### src/hapa_pkg.sv
// hapa_pkg: shared constants, types and helper functions of the host address pool allocator
// no dependencies; imported by every module of the block
package hapa_pkg;

    // store geometry
    localparam int MAX_HOST_BITS = 8;
    localparam int HOST_W        = MAX_HOST_BITS;
    localparam int DEPTH         = 1 << HOST_W;
    localparam int ADDR_W        = 32;
    localparam int HB_W          = 4;
    localparam int FREE_W        = 8;

    localparam logic [HB_W-1:0] RESET_HOST_BITS = 4'd8;
    localparam logic [HB_W-1:0] MIN_HOST_BITS   = 4'd2;

    // result status codes
    localparam logic [1:0] ST_OK        = 2'd0;
    localparam logic [1:0] ST_INVALID   = 2'd1;
    localparam logic [1:0] ST_EXHAUSTED = 2'd2;

    // request kinds after classification
    localparam logic [1:0] CMD_LEASE   = 2'd0;
    localparam logic [1:0] CMD_RELEASE = 2'd1;
    localparam logic [1:0] CMD_REJECT  = 2'd2;

    // register indexes
    localparam logic REG_NETWORK   = 1'b0;
    localparam logic REG_HOST_BITS = 1'b1;

    // request modes
    localparam logic MODE_LEASE = 1'b0;

    typedef struct packed {
        logic [1:0]        kind;
        logic [HOST_W-1:0] host;
        logic [ADDR_W-1:0] ip;
    } t_cmd;

    typedef struct packed {
        logic [FREE_W-1:0] free_count;
        logic [ADDR_W-1:0] granted;
        logic [1:0]        status;
    } t_result;

    // clamp a raw host_bits value into the supported range
    function automatic logic [HB_W-1:0] clamp_bits(input logic [HB_W-1:0] raw);
        logic [HB_W-1:0] b;
        b = raw;
        if (b < MIN_HOST_BITS) b = MIN_HOST_BITS;
        if (b > HB_W'(MAX_HOST_BITS)) b = HB_W'(MAX_HOST_BITS);
        return b;
    endfunction

    // highest host number for a clamped width
    function automatic logic [HOST_W-1:0] host_top(input logic [HB_W-1:0] eff);
        logic [HOST_W:0] t;
        t = ({{HOST_W{1'b0}}, 1'b1} << eff) - {{HOST_W{1'b0}}, 1'b1};
        return t[HOST_W-1:0];
    endfunction

    // network number, broadcast and the one below it are never handed out
    function automatic logic is_reserved(input logic [HOST_W-1:0] h,
                                         input logic [HOST_W-1:0] top);
        return (h == '0) || (h == top) || (h == top - {{(HOST_W-1){1'b0}}, 1'b1});
    endfunction

endpackage

### src/hapa_front.sv
// hapa_front: accepts request beats, classifies them and queues them for the back end
// depends on hapa_pkg
module hapa_front
    import hapa_pkg::*;
(
    input  logic              i_clk,
    input  logic              i_rst_n,
    input  logic              i_s_vld,
    output logic              o_s_rdy,
    input  logic              i_mode,
    input  logic [ADDR_W-1:0] i_ip,
    input  logic [ADDR_W-1:0] i_net,
    input  logic [HB_W-1:0]   i_eff_bits,
    output logic              o_cmd_vld,
    output t_cmd              o_cmd,
    input  logic              i_cmd_pop
);

    localparam int Q_DEPTH = 2;
    localparam int PTR_W   = $clog2(Q_DEPTH);
    localparam int CNT_W   = $clog2(Q_DEPTH + 1);

    logic [HOST_W-1:0] top;
    logic [ADDR_W-1:0] net_mask;
    logic [HOST_W-1:0] host;
    logic              mismatch;
    t_cmd              cmd_in;
    logic              push;

    t_cmd              r_q [Q_DEPTH];
    logic [PTR_W-1:0]  r_wp;
    logic [PTR_W-1:0]  r_rp;
    logic [CNT_W-1:0]  r_cnt;

    // classify the incoming request
    always_comb begin
        top      = host_top(i_eff_bits);
        net_mask = ~{{(ADDR_W-HOST_W){1'b0}}, top};
        host     = i_ip[HOST_W-1:0] & top;
        mismatch = ((i_ip ^ i_net) & net_mask) != '0;
        cmd_in.ip   = i_ip;
        cmd_in.host = host;
        if (i_mode == MODE_LEASE) begin
            cmd_in.kind = mismatch ? CMD_REJECT : CMD_LEASE;
        end else begin
            cmd_in.kind = is_reserved(host, top) ? CMD_REJECT : CMD_RELEASE;
        end
    end

    assign o_s_rdy   = r_cnt != CNT_W'(Q_DEPTH);
    assign push      = i_s_vld && o_s_rdy;
    assign o_cmd_vld = r_cnt != '0;
    assign o_cmd     = r_q[r_rp];

    // queue payload
    always_ff @(posedge i_clk) begin
        if (push) begin
            r_q[r_wp] <= cmd_in;
        end
    end

    // queue pointers and fill count
    always_ff @(posedge i_clk) begin
        if (!i_rst_n) begin
            r_wp  <= '0;
            r_rp  <= '0;
            r_cnt <= '0;
        end else begin
            if (push) r_wp <= r_wp + 1'b1;
            if (i_cmd_pop) r_rp <= r_rp + 1'b1;
            case ({push, i_cmd_pop})
                2'b10:   r_cnt <= r_cnt + 1'b1;
                2'b01:   r_cnt <= r_cnt - 1'b1;
                default: r_cnt <= r_cnt;
            endcase
        end
    end

endmodule

### src/hapa_back.sv
// hapa_back: carries out queued requests against the used-bit store and the free counter
// depends on hapa_pkg
module hapa_back
    import hapa_pkg::*;
(
    input  logic              i_clk,
    input  logic              i_rst_n,
    input  logic              i_cmd_vld,
    input  t_cmd              i_cmd,
    output logic              o_cmd_pop,
    input  logic [HB_W-1:0]   i_eff_bits,
    input  logic              i_clr,
    input  logic [HB_W-1:0]   i_clr_bits,
    output logic              o_m_vld,
    input  logic              i_m_rdy,
    output t_result           o_res
);

    localparam logic [1:0] S_IDLE = 2'd0;
    localparam logic [1:0] S_SCAN = 2'd1;
    localparam logic [1:0] S_REL  = 2'd2;

    localparam logic [HOST_W-1:0] ONE = {{(HOST_W-1){1'b0}}, 1'b1};
    localparam logic [HOST_W-1:0] TWO = {{(HOST_W-2){1'b0}}, 2'b10};

    logic [1:0]        r_state, n_state;
    logic [HOST_W-1:0] r_free, n_free;
    logic              r_out_vld, n_out_vld;
    t_result           r_out, n_out;
    logic [ADDR_W-1:0] r_ip, n_ip;

    logic              mem [DEPTH];
    logic [DEPTH-1:0]  r_valid;
    logic              r_rdata;
    logic              r_rvalid;
    logic [HOST_W-1:0] r_chk_addr;

    logic [HOST_W-1:0] top;
    logic [HOST_W-1:0] nxt;
    logic              chk_used;
    logic [HOST_W-1:0] rd_addr;
    logic              wr_en;
    logic              wr_bit;
    logic [ADDR_W-1:0] net_mask;

    // probe of the address whose used bit has just been read
    always_comb begin
        top      = host_top(i_eff_bits);
        net_mask = ~{{(ADDR_W-HOST_W){1'b0}}, top};
        chk_used = is_reserved(r_chk_addr, top) || (r_rvalid && r_rdata);
        nxt      = ((r_chk_addr == top) || (r_chk_addr == top - ONE)) ? '0 : r_chk_addr + ONE;
    end

    // sequencer
    always_comb begin
        n_state   = r_state;
        n_free    = r_free;
        n_out_vld = r_out_vld && !i_m_rdy;
        n_out     = r_out;
        n_ip      = r_ip;
        o_cmd_pop = 1'b0;
        rd_addr   = nxt;
        wr_en     = 1'b0;
        wr_bit    = 1'b0;
        case (r_state)
            S_IDLE: begin
                rd_addr = i_cmd.host;
                if (i_cmd_vld && !r_out_vld) begin
                    o_cmd_pop = 1'b1;
                    n_ip      = i_cmd.ip;
                    n_out.granted    = '0;
                    n_out.free_count = FREE_W'(r_free);
                    case (i_cmd.kind)
                        CMD_LEASE: begin
                            if (r_free == '0) begin
                                n_out.status = ST_EXHAUSTED;
                                n_out_vld    = 1'b1;
                            end else begin
                                n_state = S_SCAN;
                            end
                        end
                        CMD_RELEASE: begin
                            n_state = S_REL;
                        end
                        default: begin
                            n_out.status = ST_INVALID;
                            n_out_vld    = 1'b1;
                        end
                    endcase
                end
            end
            S_SCAN: begin
                if (!chk_used) begin
                    wr_en  = 1'b1;
                    wr_bit = 1'b1;
                    n_free = r_free - ONE;
                    n_out.status     = ST_OK;
                    n_out.granted    = (r_ip & net_mask) | {{(ADDR_W-HOST_W){1'b0}}, r_chk_addr};
                    n_out.free_count = FREE_W'(r_free - ONE);
                    n_out_vld = 1'b1;
                    n_state   = S_IDLE;
                end
            end
            S_REL: begin
                n_out.granted = '0;
                if (chk_used) begin
                    wr_en  = 1'b1;
                    wr_bit = 1'b0;
                    n_free = r_free + ONE;
                    n_out.status     = ST_OK;
                    n_out.free_count = FREE_W'(r_free + ONE);
                end else begin
                    n_out.status     = ST_INVALID;
                    n_out.free_count = FREE_W'(r_free);
                end
                n_out_vld = 1'b1;
                n_state   = S_IDLE;
            end
            default: begin
                n_state = S_IDLE;
            end
        endcase
    end

    // used-bit store, one read and one write port
    always_ff @(posedge i_clk) begin
        if (wr_en) begin
            mem[r_chk_addr] <= wr_bit;
        end
        r_rdata    <= mem[rd_addr];
        r_chk_addr <= rd_addr;
    end

    // per-entry written marks, cleared at once by reset or a host_bits write
    always_ff @(posedge i_clk) begin
        if (!i_rst_n || i_clr) begin
            r_valid  <= '0;
            r_rvalid <= 1'b0;
        end else begin
            if (wr_en) r_valid[r_chk_addr] <= 1'b1;
            r_rvalid <= r_valid[rd_addr];
        end
    end

    // control state and free counter
    always_ff @(posedge i_clk) begin
        if (!i_rst_n) begin
            r_state   <= S_IDLE;
            r_free    <= host_top(RESET_HOST_BITS) - TWO;
            r_out_vld <= 1'b0;
        end else begin
            r_state   <= n_state;
            r_out_vld <= n_out_vld;
            r_free    <= i_clr ? host_top(i_clr_bits) - TWO : n_free;
        end
    end

    // result and request payload
    always_ff @(posedge i_clk) begin
        r_out <= n_out;
        r_ip  <= n_ip;
    end

    assign o_m_vld = r_out_vld;
    assign o_res   = r_out;

endmodule

### src/host_address_pool_allocator_top.sv
// host_address_pool_allocator_top: configuration registers and the front and back ends
// depends on hapa_pkg, hapa_front and hapa_back
//
// Address pool for one subnet. Each request beat carries a mode in tuser (lease or
// release) and an address in tdata; each yields exactly one result beat with a status
// in tuser and the granted address and free count in tdata. A lease with a matching
// network part takes the requested host number, or the next free one scanning upward
// and wrapping past the top two numbers to 0. The scan reads one used bit per cycle
// through the store's single read port. Release requests check the used bit in a
// release state; rejected and exhausted requests get their result straight from idle.
// Up to two requests queue ahead of the scan, so the input side keeps accepting while
// a result waits, until the queue is full. Writing host_bits clears the store at once
// through its per-entry written marks; there is no clearing pass after reset.
module host_address_pool_allocator_top
    import hapa_pkg::*;
(
    input  logic        i_clk,
    input  logic        i_rst_n,
    // request stream
    input  logic        s_axis_tvalid,
    output logic        s_axis_tready,
    input  logic [31:0] s_axis_tdata,   // [31:0] ip_address
    input  logic [0:0]  s_axis_tuser,   // [0] mode
    // result stream
    output logic        m_axis_tvalid,
    input  logic        m_axis_tready,
    output logic [39:0] m_axis_tdata,   // [31:0] granted_address, [39:32] free_count
    output logic [1:0]  m_axis_tuser,   // [1:0] status
    // configuration
    input  logic        psel,
    input  logic        penable,
    input  logic        pwrite,
    input  logic [2:0]  paddr,
    input  logic [31:0] pwdata,
    output logic [31:0] prdata,
    output logic        pready
);

    logic [ADDR_W-1:0] r_net;
    logic [HB_W-1:0]   r_hb;
    logic [HB_W-1:0]   eff_bits;
    logic              cfg_wr;
    logic              clr;
    logic              cmd_vld;
    logic              cmd_pop;
    t_cmd              cmd;
    t_result           res;

    // register file
    assign pready   = 1'b1;
    assign cfg_wr   = psel && penable && pwrite;
    assign clr      = cfg_wr && (paddr[2] == REG_HOST_BITS);
    assign eff_bits = clamp_bits(r_hb);
    assign prdata   = (paddr[2] == REG_HOST_BITS) ? {{(32-HB_W){1'b0}}, r_hb} : r_net;

    always_ff @(posedge i_clk) begin
        if (!i_rst_n) begin
            r_net <= '0;
            r_hb  <= RESET_HOST_BITS;
        end else if (cfg_wr) begin
            if (paddr[2] == REG_NETWORK) r_net <= pwdata;
            else                         r_hb  <= pwdata[HB_W-1:0];
        end
    end

    // request classification and queue
    hapa_front u_front (
        .i_clk      (i_clk),
        .i_rst_n    (i_rst_n),
        .i_s_vld    (s_axis_tvalid),
        .o_s_rdy    (s_axis_tready),
        .i_mode     (s_axis_tuser[0]),
        .i_ip       (s_axis_tdata),
        .i_net      (r_net),
        .i_eff_bits (eff_bits),
        .o_cmd_vld  (cmd_vld),
        .o_cmd      (cmd),
        .i_cmd_pop  (cmd_pop)
    );

    // store access and result
    hapa_back u_back (
        .i_clk      (i_clk),
        .i_rst_n    (i_rst_n),
        .i_cmd_vld  (cmd_vld),
        .i_cmd      (cmd),
        .o_cmd_pop  (cmd_pop),
        .i_eff_bits (eff_bits),
        .i_clr      (clr),
        .i_clr_bits (clamp_bits(pwdata[HB_W-1:0])),
        .o_m_vld    (m_axis_tvalid),
        .i_m_rdy    (m_axis_tready),
        .o_res      (res)
    );

    assign m_axis_tdata = {res.free_count, res.granted};
    assign m_axis_tuser = res.status;

endmodule

### config.mk
export PLATFORM = sky130hd
export DESIGN_NAME = host_address_pool_allocator_top
export DESIGN_NICKNAME = d
export VERILOG_FILES = /design/src/hapa_pkg.sv /design/src/hapa_front.sv /design/src/hapa_back.sv /design/src/host_address_pool_allocator_top.sv
export SDC_FILE = /design/constraint.sdc
export NUM_CORES = 1
export LEC_CHECK = 0
export CAP_MARGIN = 40
export CORE_ASPECT_RATIO = 2
export CORE_MARGIN = 2
export CORE_UTILIZATION = 50
export CTS_CLUSTER_SIZE = 20
export DETAILED_ROUTE_END_ITERATION = 12
export DONT_BUFFER_PORTS = 1
export GPL_ROUTABILITY_DRIVEN = 0
export GPL_TIMING_DRIVEN = 0
export HOLD_SLACK_MARGIN = 0.1
export PLACE_DENSITY = 0.68
export SLEW_MARGIN = 15
export SYNTH_ARGS = -nofsm -noshare
export SYNTH_HDL_FRONTEND = slang
export SYNTH_SLANG_ARGS = --single-unit
### constraint.sdc
create_clock -name i_clk -period 5.47 [get_ports i_clk]
set_clock_uncertainty 0.1 [all_clocks]
set_input_delay 0.2735 -clock i_clk [delete_from_list [all_inputs] [get_ports i_clk]]
set_output_delay 0.2735 -clock i_clk [all_outputs]
set_load 0.01 [all_outputs]
==> run_results.csv <==
group,metric,value,unit
outcome,run_status,"finished with violations",
outcome,violations,"negative setup slack",
critical_path,path_cells,"clkbuf_1 > inv_1 > a221o_1 > a211o_1 > a211oi_1 > o31a_1 > buf_2 > inv_1 > nor2_1 > o21ai_0 > a2111oi_1 > clkdlybuf4s15_2 > a41o_1 > a211oi_2",
clocking,cts_root_buf,"clkbuf_16",
power_and_ir_drop,p_leak,12.3,nW
clocking,htreeDepth,2,
power_and_ir_drop,peakVddDrop,412,uV
power_and_ir_drop,p_comb_frac,0.438,
yosys,synthCells,2816,
routing,drt_iter0_drc,2888,
critical_path,cpMostUsedCell,"inv_1",
die,start_util,0.505,
critical_path,cp.arrival,6.09,ns
placed_design,io_buffers,0,
critical_path,cp_top_family,"compound AO/OA/AOI/OAI gates",
sta,fin_ws,-0.181,ns
sta,setup_tns,-1.96,ns
routing,wl_met3,13800,um
worst_hold_path,hold_path_startpoint,"s_axis_tvalid",
yosys,yosys_warnings,0,
sta,setup_viol,29,
critical_path,worst-path-buf-inv,5,
clocking,cts_tree,"yes",
global_routing,grt_pass1_wl,178000,um
yosys,netlist_area,30600,um2
yosys,synth_area_leader_cell,"edfxtp_1",
clocking,postCtsSetupBuffers,0,
yosys,synth.area.top_cells,"edfxtp_1 40%, dfxtp_1 21%, o21a_1 6.1%",
routing,wl_met2,59200,um
sta,hold_viol,0,
clocking,clock_sinks,729,
critical_path,critPathKind,"register to register",
sta,period_needed,5.65,ns
critical_path,cp-start-kind,"register",
routing,wire_per_inst,32.6,um
sta,worstMarginPinSlew,0.982,ns
routing,drtPass1Iterations,8,
yosys,synth_edf_count,411,
clocking,clkTransAtPathRegs,0.08,ns
power_and_ir_drop,intPower,11.5,mW
critical_path,crit_path_end_kind,"register",
critical_path,r2r_cells,14,
die,ioPinCount,152,
yosys,yosysTopAreaCellShare,0.403,
routing,viasPerCell,6.60,
die,dieArea,63400,um2
power_and_ir_drop,pwr-share-seq,0.340,
finish,layout-drive-gt1-share,0.0970,
critical_path,cp.required,5.90,ns
power_and_ir_drop,clkPwrFrac,0.222,
flow_run,cap_violations,0,
power_and_ir_drop,power.net_switching,9.06,mW
sta,slew_headroom,0.344,
clocking,cts.path.max_buffers,3,
sta,fmax,177,MHz
critical_path,critPathMaxFanout,10,
finish,syn2layout_area_growth,16.2,%
finish,fin_nets,3133,
placed_design,place_ws,-0.424,ns
routing,num_vias,25599,
die,die_x,179,um
worst_hold_path,min_to,"u_front.r_q[1][14]",
global_routing,antenna_found_initial,6,
die,coreArea,60700,um2
yosys,synthFlopType,"edfxtp_1",
yosys,synth.avg_cell_area,10.9,um2
yosys,ys_seq_area_frac,0.611,
global_routing,grt_max_degree,52,
sta,rsz0062_at_grt,"false",
critical_path,rr_endpoint,"u_back.r_rvalid",
global_routing,first_global_vias,25680,
placed_design,dp_hpwl,88600,um
critical_path,slowest_delay,0.70,ns
worst_hold_path,hold_depth,1,
yosys,synth_seq_cells,729,
die,rows,128,
power_and_ir_drop,power.density,577,nW/um2
global_routing,globalRouteOverflowTotal,0,
sta,fin_crit_sh,1.03,
routing,wl_met1,35400,um
routing,topRoutingLayerUsed,"met5",
worst_hold_path,holdCritPathClass,"primary input to register",
power_and_ir_drop,swShare,0.441,
critical_path,r2r_slack,-0.18,ns
critical_path,rr_startpoint,"u_back.r_chk_addr[6]",
yosys,async_flop_share,0,
sta,drv_slew,0,
clocking,clk_latency,0.66,ns
die,fp.dieH,354,um
yosys,ys_types,86,
clocking,numCtsBuffers,58,
critical_path,cp_slowest_cell,"clkbuf_1",
routing,ant_nets,0,
routing,wirelength,126000,um
global_routing,grt_usage,0.404,
routing,post-route-drc-count,0,
## worst max-delay path by stage
stage	startpoint	end	slack, ns	cells after the start
after floorplan	r_hb[1]	u_back.r_free[6]	0.38	12
after global placement	u_back.r_chk_addr[6]	u_back.r_free[6]	-2.51	12
after detailed placement	u_back.r_state[1]	u_back.r_rvalid	-0.42	13
after CTS	u_back.r_state[1]	u_back.r_rvalid	0.05	13
after global routing	u_back.r_chk_addr[6]	u_back.mem[118]	0.01	12
final	u_back.r_chk_addr[6]	u_back.r_rvalid	-0.18	14
## synth_stat cells (42+ instances only)
library cell  number
a21oi_1           62
a31oi_1           58
clkbuf_1         146
dfxtp_1          318
edfxtp_1         411
mux2_2            45
mux2i_1           69
nand2_1          372
nand3_1           96
nor2_1           395
nor2b_1           42
o21a_1           249
o21ai_0           66
## state kept, by name, indices dropped and copies added (netlist names), 2 cells and up, named ones only
register	cells
r_hb	4
r_net	32
u_back.mem	256
u_back.o_res	42
u_back.r_chk_addr	8
u_back.r_free	8
u_back.r_ip	31
u_back.r_state	2
u_back.r_valid	256
u_front.r_cnt	2
u_front.r_q	82
## cells in the final DEF (no fill, tap or decap), types with 10 or more instances in the layout
cell	instances
o2111ai_1	14
a31oi_1	58
nand3_1	96
buf_6	42
o22ai_1	30
buf_4	14
mux2_2	45
clkbuf_8	10
dfxtp_1	318
xor2_1	36
a211oi_1	11
and3_1	12
xnor2_1	16
nor4_1	11
and2_1	35
o21ai_0	66
clkbuf_1	152
inv_1	16
o221ai_1	21
nand2_1	372
nor2b_1	42
nor2_1	391
a21boi_0	34
ha_1	14
dlygate4sd3_1	84
buf_2	25
clkbuf_16	59
buf_8	21
a21oi_1	60
o21a_1	249
mux2i_1	68
edfxtp_1	411
nor3_1	18
nand4_1	16
## kinds of logic (layout without fill, tap and decap cells)
kind of cell	Yosys count	in the layout	synth area share
simple gates	1035	1035	0.146
flops	729	729	0.611
compound gates	656	656	0.153
buf+inv	211	484	0.0291
mux	117	117	0.0406
xor+xnor	52	52	0.0149
fa+ha+maj	14	14	0.00572
other cells	2	13	0.000245
## what timing repair did
item                       CTS  global route
hold endpoints to repair   153             0
setup endpoints to repair    1             2
hold buffers                84             0
resized for setup            3             3
## area by class of cell
class                      count  area, um2
antenna                        6       15.0
clock buffer                  83       1670
multi-input combinational   1881      11100
timing repair buffer         163       1870
fill                        4887      25100
inverter                      23       90.1
sequential                   729      18700
clock inverter                27        362
buffer                       188        816
tap                          780        976
## per-layer routing
metal | up-vias | GRT usage
li1 | 10576 | -
met1 | 12169 | 0.377
met2 | 2023 | 0.660
met3 | 827 | 0.132
met4 | 4 | 0.417
met5 | - | 0
## per-stage QoR
| step | cell area, um2 | utilization | power, mW | hold WS, ns | cells |
|---|---|---|---|---|---|
| 4_1_cts | 35400 | 0.582 | 19.6 | 0.143 | 3854 |
| 3_5_place_dp | 32500 | 0.535 | 15.1 | 0.273 | 3660 |
| 3_3_place_gp | 31600 | 0.521 | 14.6 | 0.273 | 3601 |
| 2_1_floorplan | 30700 | - | 11.0 | 0.272 | 2821 |
| 5_1_grt | 35600 | 0.586 | 20.7 | 0.160 | 3878 |
| 6_report | 35600 | 0.587 | 20.5 | 0.139 | 3880 |
## power by group through the flow
stage | Sequential [mW] | Combinational [mW] | Clock, mW
floorplan | 7.05 | 3.93 | 0
global placement | 7.23 | 7.33 | 0
detailed placement | 7.08 | 7.98 | 0
CTS | 6.97 | 8.08 | 4.54
global route | 7.01 | 9.01 | 4.73
finish | 6.98 | 9.00 | 4.56
No activity file was read; power rests on OpenSTA's default activity.
